$ cat config.mk
export PLATFORM = sky130hd
export DESIGN_NAME = prime_factorizer
export DESIGN_NICKNAME = d
export VERILOG_FILES = /design/src/hdl/pf_pkg.sv /design/src/hdl/pf_divider.sv /design/src/hdl/prime_factorizer.sv
export SDC_FILE = /design/constraint.sdc
export NUM_CORES = 1
export LEC_CHECK = 0
export BUFFER_PORTS_ARGS = -buffer_cell sky130_fd_sc_hd__buf_2
export CAP_MARGIN = 20
export CORE_AREA = 3 3 215 217
export CTS_CLUSTER_DIAMETER = 80
export DETAILED_ROUTE_END_ITERATION = 12
export DIE_AREA = 0 0 218 220
export PLACE_DENSITY_LB_ADDON = 0.1
export SETUP_SLACK_MARGIN = 0.02
export SLEW_MARGIN = 20
export SYNTH_ARGS = -nofsm -noshare
export SYNTH_HDL_FRONTEND = slang
export SYNTH_SLANG_ARGS = --single-unit
$ cat constraint.sdc
create_clock -name clock -period 3.6 [get_ports clock]
set_input_delay 0.36 -clock clock [delete_from_list [all_inputs] [get_ports clock]]
set_output_delay 0.36 -clock clock [all_outputs]
set_load 0.1 [all_outputs]
$ cat src/hdl/pf_pkg.sv
package pf_pkg;

   // Operand width of the datapath (fixed by the port widths)
   localparam int VALUE_WIDTH = 32;
   localparam int CNT_WIDTH   = $clog2(VALUE_WIDTH + 1);

   // Result status codes
   localparam logic [1:0] ST_FACTOR = 2'd0;
   localparam logic [1:0] ST_ONE    = 2'd1;
   localparam logic [1:0] ST_ZERO   = 2'd2;

   typedef struct packed {
      logic                   start;
      logic [VALUE_WIDTH-1:0] dividend;
      logic [VALUE_WIDTH-1:0] divisor;
   } div_req_type;

   typedef struct packed {
      logic                   busy;
      logic                   done;
      logic [VALUE_WIDTH-1:0] quotient;
      logic [VALUE_WIDTH-1:0] remainder;
   } div_rsp_type;

endpackage

$ cat src/hdl/pf_divider.sv
// Restoring divider, one quotient bit per cycle.
module pf_divider
   import pf_pkg::*;
(
   input  logic        clock,
   input  logic        reset,
   input  div_req_type div_req,
   output div_rsp_type div_rsp
);

   logic [VALUE_WIDTH-1:0] rem_ff, rem_in;
   logic [VALUE_WIDTH-1:0] quo_ff, quo_in;
   logic [VALUE_WIDTH-1:0] den_ff, den_in;
   logic [CNT_WIDTH-1:0]   cnt_ff, cnt_in;
   logic                   busy_ff, busy_in;
   logic                   done_ff, done_in;

   logic [VALUE_WIDTH:0]   shifted;
   logic [VALUE_WIDTH:0]   diff;

   assign shifted = {rem_ff, quo_ff[VALUE_WIDTH-1]};
   assign diff    = shifted - {1'b0, den_ff};

   always_comb begin
      rem_in  = rem_ff;
      quo_in  = quo_ff;
      den_in  = den_ff;
      cnt_in  = cnt_ff;
      busy_in = busy_ff;
      done_in = 1'b0;
      if (div_req.start) begin
         rem_in  = '0;
         quo_in  = div_req.dividend;
         den_in  = div_req.divisor;
         cnt_in  = CNT_WIDTH'(VALUE_WIDTH);
         busy_in = 1'b1;
      end else if (busy_ff) begin
         if (!diff[VALUE_WIDTH]) begin
            rem_in = diff[VALUE_WIDTH-1:0];
         end else begin
            rem_in = shifted[VALUE_WIDTH-1:0];
         end
         quo_in = {quo_ff[VALUE_WIDTH-2:0], ~diff[VALUE_WIDTH]};
         cnt_in = cnt_ff - CNT_WIDTH'(1);
         if (cnt_ff == CNT_WIDTH'(1)) begin
            busy_in = 1'b0;
            done_in = 1'b1;
         end
      end
   end

   always_ff @(posedge clock) begin
      if (reset) begin
         busy_ff <= 1'b0;
         done_ff <= 1'b0;
         cnt_ff  <= '0;
      end else begin
         busy_ff <= busy_in;
         done_ff <= done_in;
         cnt_ff  <= cnt_in;
      end
      rem_ff <= rem_in;
      quo_ff <= quo_in;
      den_ff <= den_in;
   end

   assign div_rsp.busy      = busy_ff;
   assign div_rsp.done      = done_ff;
   assign div_rsp.quotient  = quo_ff;
   assign div_rsp.remainder = rem_ff;

endmodule

$ cat src/hdl/prime_factorizer.sv
// Trial-division prime factorizer. Each accepted value yields its prime
// factors in ascending order, one rsp transaction per factor, with
// position counting from 0 and last set on the final one. Zero gives a
// single status-2 transaction and one a single status-1 transaction. The
// block takes one value at a time: req_ready is high only while idle. Cost
// per value: a pass through S_TWOS per factor of two, then one pass of the
// restoring divider per odd trial divisor or found factor; the divider sets
// the rate. A 32-bit prime near 2^32 needs about 32768 trial divisors.
// Results wait in a holding slot and an output register, so a stalled rsp
// side holds the sequencer when a new factor finds both full, or when a
// special or last result finds the output register full.
module prime_factorizer
   import pf_pkg::*;
(
   input  logic        clock,
   input  logic        reset,
   input  logic        req_valid,
   output logic        req_ready,
   input  logic [31:0] req_value,
   output logic        rsp_valid,
   input  logic        rsp_ready,
   output logic [31:0] rsp_factor,
   output logic [4:0]  rsp_position,
   output logic        rsp_last,
   output logic [1:0]  rsp_status
);

   // Sequencer states
   localparam logic [2:0] S_IDLE    = 3'd0;
   localparam logic [2:0] S_SPECIAL = 3'd1;  // zero or one input
   localparam logic [2:0] S_TWOS    = 3'd2;  // strip factors of two
   localparam logic [2:0] S_DIVGO   = 3'd3;  // launch remainder / divisor
   localparam logic [2:0] S_DIVWAIT = 3'd4;
   localparam logic [2:0] S_EVAL    = 3'd5;  // act on quotient and remainder
   localparam logic [2:0] S_FINAL   = 3'd6;  // leftover prime
   localparam logic [2:0] S_FLUSH   = 3'd7;  // send held factor with last

   logic [2:0]             state_ff, state_in;
   logic [VALUE_WIDTH-1:0] rem_ff, rem_in;       // cofactor still to divide
   logic [VALUE_WIDTH-1:0] div_ff, div_in;       // trial divisor
   logic [5:0]             count_ff, count_in;   // factors found so far

   // Holding slot: the newest factor waits here until the next one shows
   // whether it is the last.
   logic                   pend_valid_ff, pend_valid_in;
   logic [31:0]            pend_factor_ff, pend_factor_in;
   logic [4:0]             pend_pos_ff, pend_pos_in;

   // Output register
   logic                   rsp_valid_ff, rsp_valid_in;
   logic [31:0]            rsp_factor_ff, rsp_factor_in;
   logic [4:0]             rsp_position_ff, rsp_position_in;
   logic                   rsp_last_ff, rsp_last_in;
   logic [1:0]             rsp_status_ff, rsp_status_in;

   logic                   out_free;
   logic                   push_req;
   logic [31:0]            push_val;
   logic                   push_ok;
   logic                   out_load;

   div_req_type            div_req;
   div_rsp_type            div_rsp;

   pf_divider u_div (
      .clock   (clock),
      .reset   (reset),
      .div_req (div_req),
      .div_rsp (div_rsp)
   );

   assign out_free  = !rsp_valid_ff || rsp_ready;
   assign push_ok   = !pend_valid_ff || out_free;
   assign req_ready = (state_ff == S_IDLE);

   always_comb begin
      state_in         = state_ff;
      rem_in           = rem_ff;
      div_in           = div_ff;
      count_in         = count_ff;
      pend_valid_in    = pend_valid_ff;
      pend_factor_in   = pend_factor_ff;
      pend_pos_in      = pend_pos_ff;
      rsp_factor_in    = rsp_factor_ff;
      rsp_position_in  = rsp_position_ff;
      rsp_last_in      = rsp_last_ff;
      rsp_status_in    = rsp_status_ff;
      push_req         = 1'b0;
      push_val         = '0;
      out_load         = 1'b0;
      div_req.start    = 1'b0;
      div_req.dividend = rem_ff;
      div_req.divisor  = div_ff;

      case (state_ff)
         S_IDLE: begin
            if (req_valid) begin
               rem_in   = req_value;
               count_in = '0;
               if (req_value inside {32'd0, 32'd1}) begin
                  state_in = S_SPECIAL;
               end else begin
                  state_in = S_TWOS;
               end
            end
         end
         S_SPECIAL: begin
            if (out_free) begin
               out_load        = 1'b1;
               rsp_factor_in   = '0;
               rsp_position_in = '0;
               rsp_last_in     = 1'b1;
               rsp_status_in   = (rem_ff == '0) ? ST_ZERO : ST_ONE;
               state_in        = S_IDLE;
            end
         end
         S_TWOS: begin
            if (!rem_ff[0]) begin
               push_req = 1'b1;
               push_val = 32'd2;
               if (push_ok) begin
                  rem_in = rem_ff >> 1;
               end
            end else begin
               div_in   = VALUE_WIDTH'(3);
               state_in = S_DIVGO;
            end
         end
         S_DIVGO: begin
            div_req.start = 1'b1;
            state_in      = S_DIVWAIT;
         end
         S_DIVWAIT: begin
            if (div_rsp.done) begin
               state_in = S_EVAL;
            end
         end
         S_EVAL: begin
            // divisor <= remainder / divisor, i.e. divisor squared fits
            if (div_ff <= div_rsp.quotient) begin
               if (div_rsp.remainder == '0) begin
                  push_req = 1'b1;
                  push_val = div_ff;
                  if (push_ok) begin
                     rem_in   = div_rsp.quotient;
                     state_in = S_DIVGO;
                  end
               end else begin
                  div_in   = div_ff + VALUE_WIDTH'(2);
                  state_in = S_DIVGO;
               end
            end else begin
               state_in = S_FINAL;
            end
         end
         S_FINAL: begin
            if (rem_ff > VALUE_WIDTH'(2)) begin
               push_req = 1'b1;
               push_val = rem_ff;
               if (push_ok) begin
                  state_in = S_FLUSH;
               end
            end else begin
               state_in = S_FLUSH;
            end
         end
         S_FLUSH: begin
            if (out_free) begin
               out_load        = 1'b1;
               rsp_factor_in   = pend_factor_ff;
               rsp_position_in = pend_pos_ff;
               rsp_last_in     = 1'b1;
               rsp_status_in   = ST_FACTOR;
               pend_valid_in   = 1'b0;
               state_in        = S_IDLE;
            end
         end
         default: begin
            state_in = S_IDLE;
         end
      endcase

      // New factor: held one moves out (not last), new one takes the slot
      if (push_req && push_ok) begin
         if (pend_valid_ff) begin
            out_load        = 1'b1;
            rsp_factor_in   = pend_factor_ff;
            rsp_position_in = pend_pos_ff;
            rsp_last_in     = 1'b0;
            rsp_status_in   = ST_FACTOR;
         end
         pend_valid_in  = 1'b1;
         pend_factor_in = push_val;
         pend_pos_in    = count_ff[4:0];
         count_in       = count_ff + 6'd1;
      end

      if (out_load) begin
         rsp_valid_in = 1'b1;
      end else if (rsp_ready) begin
         rsp_valid_in = 1'b0;
      end else begin
         rsp_valid_in = rsp_valid_ff;
      end
   end

   always_ff @(posedge clock) begin
      if (reset) begin
         state_ff      <= S_IDLE;
         rem_ff        <= '0;
         div_ff        <= '0;
         count_ff      <= '0;
         pend_valid_ff <= 1'b0;
         rsp_valid_ff  <= 1'b0;
      end else begin
         state_ff      <= state_in;
         rem_ff        <= rem_in;
         div_ff        <= div_in;
         count_ff      <= count_in;
         pend_valid_ff <= pend_valid_in;
         rsp_valid_ff  <= rsp_valid_in;
      end
      pend_factor_ff  <= pend_factor_in;
      pend_pos_ff     <= pend_pos_in;
      rsp_factor_ff   <= rsp_factor_in;
      rsp_position_ff <= rsp_position_in;
      rsp_last_ff     <= rsp_last_in;
      rsp_status_ff   <= rsp_status_in;
   end

   assign rsp_valid    = rsp_valid_ff;
   assign rsp_factor   = rsp_factor_ff;
   assign rsp_position = rsp_position_ff;
   assign rsp_last     = rsp_last_ff;
   assign rsp_status   = rsp_status_ff;

   // Special results are single, zero-factor transactions
   a_special_shape: assert property (@(posedge clock) disable iff (reset)
      rsp_valid && (rsp_status != ST_FACTOR) |->
         rsp_last && (rsp_factor == '0) && (rsp_position == '0))
      else $error("special result malformed");

   // Divider completion only while the sequencer waits for it
   a_div_done_wait: assert property (@(posedge clock) disable iff (reset)
      div_rsp.done |-> (state_ff == S_DIVWAIT))
      else $error("divider done outside wait state");

   // Divider runs only while the sequencer waits for it
   a_div_busy_wait: assert property (@(posedge clock) disable iff (reset)
      div_rsp.busy |-> (state_ff == S_DIVWAIT))
      else $error("divider busy outside wait state");

   // Trial divisor stays odd while dividing
   a_div_odd: assert property (@(posedge clock) disable iff (reset)
      (state_ff == S_DIVGO || state_ff == S_DIVWAIT || state_ff == S_EVAL) |->
         div_ff[0])
      else $error("even trial divisor");

   // Every factoring run holds a factor when it flushes
   a_flush_pending: assert property (@(posedge clock) disable iff (reset)
      (state_ff == S_FLUSH) |-> pend_valid_ff)
      else $error("flush with empty holding slot");

   // No new value while a run is in progress
   a_one_at_a_time: assert property (@(posedge clock) disable iff (reset)
      req_valid && req_ready |=> !req_ready)
      else $error("ready right after accept");

endmodule
==> run summary, run 1 <==
cell breakdown of the critical path: ha_1 -> nand4_1 -> nor4_1 -> buf_4 -> nand3_1 -> o211ai_1 -> and4_1 -> buf_4 -> a22o_1
Synthesized Nets: 1479
Final TNS setup: 0 ns
Crit path arrival time: 3.60 ns
Core Rows: 77
initial core utilization: 0.299
total of buffers placed on input and output ports: 77
Final Max Slew Viols: 0
sequential fraction of design power: 0.334
Final ANT Viol Nets: 0
buffer cell driving the clock tree root: sky130_fd_sc_hd__clkbuf_16
unrepaired setup endpoints after global routing: no
drt wl/cell: 21.2 um
wire length of the first global-routing pass: 67.1 mm
Min Hold Slack: 0.260 ns
met1 usage: 0.260
number of enable-type register cells in the synthesized netlist: 101
post-synthesis cell type with the largest combined area: sky130_fd_sc_hd__dfxtp_1
Die Area: 48000 um2
kind of cell with the highest combined delay on the critical path: simple AND/OR/NAND/NOR gates
Final setup viols: 0
IR drop worst, VDD: 0.489 mV
worst setup margin: 0.310 ns
part of the power in combinational logic: 0.427
clock tree skew after final layout: 0.0262 ns
hold crit path type: in -> reg
Yosys top cell area share: 0.233
count of non-filler cells in the finished layout: 2077
NumNets Final: 1565
type of destination of the critical path: register
Clock power frac: 0.239
Overflow after GRT: 0
critical hold path startpoint: req_value[31]
largest stage delay on the critical path: 0.50 ns
clock slew at reported path FFs: 0.06 ns
synth unique cells: 74
global routing met2 resource utilization: 0.280
cell count after placement: 2016
Seq/Total Area, Yosys: 0.461
PwrDens: 886 nW/um2
most instantiated cells after synthesis: sky130_fd_sc_hd__dfxtp_1, sky130_fd_sc_hd__nor2_1, sky130_fd_sc_hd__edfxtp_1
number of clock buffers inserted by TritonCTS: 34
initial drt markers: 864
endpoints failing hold: 0
Post-Place Worst Slack: 0.330 ns
combined buffer and inverter count along the critical path: 2
worst max-slew margin expressed relative to the limit: 0.458
antenna diode count: 0
number of detailed-route iterations in the first pass: 6
maximum level of the CTS H-tree: 2
layout cells sized above 1: 0.138
gr busiest metal: met2
period utilization: 0.914
storage element area: 6120 um2
routed via count: 11000
number of buffers inserted for hold repair after clock tree synthesis: 0
end-of-flow core utilization: 0.352
minimum clock period after layout: 3.29 ns
transition time at the pin with the least slew margin: 0.809 ns
overall fraction of global-route tracks in use: 0.183
Internal: 7890 uW
Worst Setup SP: div_ff[25]$_SDFFE_PP0P_
yosys warns: 0
placeable core region: 44300 um2
Area growth syn-to-layout: 17.6%
Filler Cells Inserted: 4575
worst flop-to-flop path startpoint: div_ff[25]$_SDFFE_PP0P_
placer's final routability congestion estimate: 0.831
clk sink count: 255
switching power summed over all nets: 5920 uW
met3 layer usage reported by global route: 0.0415
Die Wd: 218 um
Post-CTS Setup Repair Bufs: 0
maximum number of pins on one net before global-route repair: 63
Total Wirelength: 44.1 mm
Leakage: 0.00618 uW
Resized Gates After CTS: 0
TritonCTS clock tree: done
number of maximum-capacitance violations: 0
vertical die dimension: 220 um
internal reg-to-reg setup slack: 0.31 ns
number of storage elements in the synthesis netlist: 255
maximum clock insertion buffer count: 3
Avg Inst Size Synth: 9.65 um2
critical path class: reg -> reg
biggest area contributors in the synthesized netlist: sky130_fd_sc_hd__dfxtp_1, sky130_fd_sc_hd__edfxtp_1, sky130_fd_sc_hd__ha_1, sky130_fd_sc_hd__a22o_1, sky130_fd_sc_hd__a21oi_1
half-perimeter wire length after detailed placement: 31.9 mm
most frequent cell after synthesis: sky130_fd_sc_hd__dfxtp_1
share of async-settable or async-resettable flops after synthesis: 0
crit path launch type: register
Mapped Cells: 1374
cell with the most instances on the worst path: sky130_fd_sc_hd__buf_4
# IOs: 78
vias per inst: 5.28
area of the mapped netlist: 13300 um2
insertion delay to the later sink of the worst-skew pair: 0.55 ns
Fmax achieved: 0.304 GHz
required time at the endpoint of the critical path: 3.91 ns
switching power share of the total: 0.429
number of design rule violations left after detail routing: 0
cell with the largest stage delay on the worst path: sky130_fd_sc_hd__and4_1
via count of the first global-routing pass: 10600
status: finished, final reports clean
number of antenna violations at the first check in global routing: 0
most frequently used flop master after synthesis: sky130_fd_sc_hd__dfxtp_1
highest fanout seen on the critical path: 19
total area of multi-input combinational cells: 6460 um2
[cells in the final DEF (no fill, tap or decap), types with 35 or more instances in the layout]
cell / count
sky130_fd_sc_hd__ha_1: 68
sky130_fd_sc_hd__buf_4: 54
sky130_fd_sc_hd__nand2_1: 92
sky130_fd_sc_hd__dfxtp_1: 153
sky130_fd_sc_hd__a211oi_1: 41
sky130_fd_sc_hd__buf_2: 77
sky130_fd_sc_hd__a22o_1: 68
sky130_fd_sc_hd__edfxtp_1: 101
sky130_fd_sc_hd__nor4_1: 41
sky130_fd_sc_hd__clkbuf_16: 35
sky130_fd_sc_hd__xnor2_1: 44
sky130_fd_sc_hd__o21ai_0: 86
sky130_fd_sc_hd__a21oi_1: 87
sky130_fd_sc_hd__inv_1: 82
sky130_fd_sc_hd__nor2_1: 109
[per-stage QoR]
step / area, um2 / total power, uW
after floorplan: 13300 / 9030
after detailed placement: 14500 / 10600
after global placement: 14500 / 10500
after global routing: 15600 / 14700
final: 15600 / 13800
after CTS: 15600 / 13900
[worst paths after layout]
kind | endpoint | cells after the start
worst max-delay path | pend_factor_ff[24]$_DFFE_PP_ | 9
worst min-delay path | rem_ff[31]$_SDFFE_PP0P_ | 3
worst min register to register | rsp_factor[18]$_DFF_P_ | 1
worst max register to register | pend_factor_ff[24]$_DFFE_PP_ | 9
[registers in the layout, indices dropped and copies added, names as in the netlist]
name and count:
pend_factor_ff 32, div_ff 32, u_div.cnt_ff 6, rsp_factor 32
pend_pos_ff 5, u_div.rem_ff 32, rsp_status 2, count_ff 5
rsp_last 1, rem_ff 32, u_div.den_ff 32, pend_valid_ff 1
rsp_valid 1, u_div.quo_ff 32, u_div.done_ff 1, u_div.busy_ff 1
rsp_position 5, state_ff 3
[metal layers]
layer,up-vias,share of wire
met4,0,0.023
met5,-,0
li1,5344,-
met1,5299,0.48
met2,271,0.44
met3,58,0.062
[tightest hold or removal path: stages]
cell and delay [ns]:
sky130_fd_sc_hd__buf_2 0.14, sky130_fd_sc_hd__a22oi_1 0.17, sky130_fd_sc_hd__a211oi_1 0.09
[power groups by stage]
stage | Clock, uW | Sequential, uW | Combinational (uW)
after floorplan | 0 | 5140 | 3900
after global placement | 0 | 4660 | 5870
after detailed placement | 0 | 4670 | 5890
after CTS | 3400 | 4610 | 5910
after global routing | 3510 | 4710 | 6490
final | 3300 | 4610 | 5900
[cell families after synthesis]
kind of cell | share of synthesized area
and+or+nand+nor | 0.146
muxes | 0.0181
AOI/OAI and AO/OA | 0.216
adders and majority gates | 0.0657
buffers and inverters | 0.0537
DFF | 0.461
xor gates and xnor gates | 0.0391
[final cells by class]
type                       count  area share
multi-input combinational    950       0.414
timing repair buffer         135      0.0559
sequential                   255       0.392
clock inverter                14     0.00730
clock buffer                  47      0.0623
inverter                      84      0.0203
tap                          592      0.0475
(Power assumes the default switching activity.)
==> run 2: changes to the inputs <==
CORE_AREA = 2 2 214 216   (was 3 3 215 217)
DIE_AREA = 0 0 216 218   (was 0 0 218 220)
==> run 2 against run 1 <==
Against the previous run: clock skew shrank 0.013 ns; non-clock buffer count increased by 11; combinational power grew 3.6%; global-route usage rose by 0.72 points; register-to-register slack worse by 0.04 ns; die area decreased by 1.8%; flip-flop and latch count unchanged; cell area rose by 0.91%; maximum frequency shrank 1.1%; total power is 1.0% higher; clock power hardly changed; highest routed layer unchanged.
==> run summary, run 2 (synthesis gave the netlist of run 1 again) <==
cell breakdown of the critical path: inv_1 -> ha_1 -> nand4_1 -> nor4_2 -> nand3_1 -> o211ai_1 -> and4_1 -> o21ai_4 -> a21o_1 -> buf_4 -> a22o_1
TritonCTS clock tree: done
Final setup viols: 0 (unchanged)
highest routed metal layer: met4
cell with the largest stage delay on the worst path: sky130_fd_sc_hd__and4_1
wire length of the first global-routing pass: 68.1 mm (+1.5%)
end-of-flow core utilization: 0.350 (-0.00133)
count of non-filler cells in the finished layout: 2097 (+0.96%)
type of destination of the critical path: register
number of detailed-route iterations in the first pass: 5 (-1)
critical path depth in cells: 11 (+2)
status: finished, final reports clean
placeable core region: 44900 um2 (+1.3%)
# IOs: 78 (unchanged)
antenna diode count: 0 (unchanged)
buffer cell driving the clock tree root: sky130_fd_sc_hd__clkbuf_16
worst hold path cell count: 3 (unchanged)
Final ANT Viol Nets: 0 (unchanged)
number of clock buffers inserted by TritonCTS: 34 (unchanged)
initial core utilization: 0.295 (-0.00384)
vertical die dimension: 218 um (-0.91%)
transition time at the pin with the least slew margin: 0.770 ns (-0.0390 ns)
Die Area: 47100 um2 (-1.8%)
Area growth syn-to-layout: 18.7%
unrepaired setup endpoints after global routing: no
end point of the most critical hold path: rem_ff[31]$_SDFFE_PP0P_
cell count after placement: 2035 (+0.94%)
Total Wirelength: 45.1 mm (+2.2%)
kind of cell with the highest combined delay on the critical path: simple AND/OR/NAND/NOR gates
insertion delay to the later sink of the worst-skew pair: 0.53 ns (-0.02 ns)
via count of the first global-routing pass: 10700 (+0.94%)
routed length on met3: 2.30 mm (-15%)
Filler Cells Inserted: 4629 (+1.2%)
endpoints failing hold: 0 (unchanged)
highest-count cells in the layout ignoring fill and taps: sky130_fd_sc_hd__dfxtp_1, sky130_fd_sc_hd__nor2_1, sky130_fd_sc_hd__edfxtp_1
IR drop worst, VDD: 0.424 mV (-13%)
worst max-slew margin expressed relative to the limit: 0.485 (+0.0277)
maximum clock insertion buffer count: 3 (unchanged)
Min Hold Slack: 0.268 ns (+0.00808 ns)
overall fraction of global-route tracks in use: 0.190 (+0.00719)
clock slew at reported path FFs: 0.06 ns (about the same)
cells on worst reg2reg path: 11 (+2)
NumNets Final: 1576 (+0.70%)
Crit path arrival time: 3.74 ns (+0.14 ns)
wire length on met1: 21.8 mm (+3.5%)
highest fanout seen on the critical path: 22 (+3)
leading cell type in the layout, fill and taps excluded: sky130_fd_sc_hd__dfxtp_1
drt wl/cell: 21.5 um (+1.2%)
number of design rule violations left after detail routing: 0 (unchanged)
initial drt markers: 919 (+6.4%)
Final Max Slew Viols: 0 (unchanged)
capture instance of the worst register-to-register path: rsp_factor[29]$_DFF_P_
maximum number of pins on one net before global-route repair: 63 (unchanged)
hold crit path type: in -> reg
placer's final routability congestion estimate: 0.807 (-3.0%)
half-perimeter wire length after detailed placement: 32.8 mm (+2.7%)
maximum level of the CTS H-tree: 2 (unchanged)
internal reg-to-reg setup slack: 0.27 ns (-0.04 ns)
largest stage delay on the critical path: 0.54 ns (+0.04 ns)
minimum clock period after layout: 3.33 ns (+0.0375 ns)
combined buffer and inverter count along the critical path: 2 (unchanged)
clk sink count: 255 (unchanged)
Detail Route met2 WL: 20.1 mm (+4.1%)
critical path class: reg -> reg
PwrDens: 886 nW/um2 (about the same)
number of maximum-capacitance violations: 0 (unchanged)
crit path launch type: register
clock tree skew after final layout: 0.0136 ns (-0.0126 ns)
required time at the endpoint of the critical path: 4.01 ns (+0.10 ns)
worst flop-to-flop path startpoint: u_div.quo_ff[27]$_DFFE_PP_
total of buffers placed on input and output ports: 77 (unchanged)
layout cells sized above 1: 0.146 (+0.00825)
period utilization: 0.924 (+0.0104)
Post-CTS Setup Repair Bufs: 0 (unchanged)
Leakage: 0.00625 uW (+1.1%)
Fmax achieved: 0.301 GHz (-1.1%)
vias per inst: 5.28 (-0.14%)
Overflow after GRT: 0 (unchanged)
critical hold path startpoint: req_value[31]
routed via count: 11100 (+0.82%)
overall power after layout: 13900 uW (+1.0%)
Die Wd: 216 um (-0.92%)
Final TNS setup: 0 ns (unchanged)
Core Rows: 78 (+1.3%)
number of antenna violations at the first check in global routing: 0 (unchanged)
[run 2: cell types whose count changed in the layout (fill, tap and decap cells not counted), moves of 2 or more]
cell	previous run	this run
sky130_fd_sc_hd__clkinv_1	6	4
sky130_fd_sc_hd__clkinvlp_4	0	2
sky130_fd_sc_hd__buf_4	54	61
sky130_fd_sc_hd__buf_12	4	8
sky130_fd_sc_hd__clkinv_2	4	6
sky130_fd_sc_hd__clkbuf_16	35	37
[run 2: stage by stage]
stage                     area, um2  worst slack (ns)
final                         15700             0.273
after global routing          15700            0.0479
after CTS                     15700             0.189
after detailed placement      14600             0.242
after global placement        14600             0.278
after floorplan               13300             0.444
[run 2: where the power goes]
group | switching [uW] | leakage [uW] | internal (uW)
Sequential | 662 | 0.00220 | 3890
Combinational | 4000 | 0.00353 | 2110
Clock | 1330 | 0.000529 | 1950
[run 2: worst min-delay path: stages]
cell	delay, ns
sky130_fd_sc_hd__buf_2	0.13
sky130_fd_sc_hd__a22oi_1	0.15
sky130_fd_sc_hd__a211oi_1	0.09
[run 2: what timing repair did]
action | CTS | global route
resized for setup | 0 | 1
hold buffers | 0 | 0
endpoints found under the hold margin | 0 | 0
endpoints found under the setup margin | 0 | 77
[run 2: how the worst max path moves through the flow]
stage | startpoint | end | slack [ns]
CTS | u_div.quo_ff[27]$_DFFE_PP_ | rsp_factor[29]$_DFF_P_ | 0.19
finish | u_div.quo_ff[27]$_DFFE_PP_ | rsp_factor[29]$_DFF_P_ | 0.27
detailed placement | u_div.quo_ff[27]$_DFFE_PP_ | rsp_factor[29]$_DFF_P_ | 0.24
global placement | u_div.quo_ff[31]$_DFFE_PP_ | rsp_factor[30]$_DFF_P_ | 0.28
global route | u_div.quo_ff[27]$_DFFE_PP_ | rsp_factor[24]$_DFF_P_ | 0.05
floorplan | div_ff[1]$_SDFFE_PP0P_ | pend_factor_ff[0]$_DFFE_PP_ | 0.44
[run 2: routing by layer]
| metal | up-vias | global-route usage |
|---|---|---|
| met2 | 268 | 0.296 |
| li1 | 5359 | - |
| met1 | 5377 | 0.274 |
| met4 | 0 | 0.0466 |
| met3 | 58 | 0.0312 |
| met5 | - | 0 |
[run 2: layout make-up]
type	count	area, um2	share of cell area
clock inverters	13	68.8	0.00437
flip-flops and latches	255	6120	0.389
repair buffers	146	1000	0.0638
multi-input cells	950	6470	0.411
clock buffers	49	1010	0.0643
well taps	600	751	0.0477
inverters	84	315	0.0200
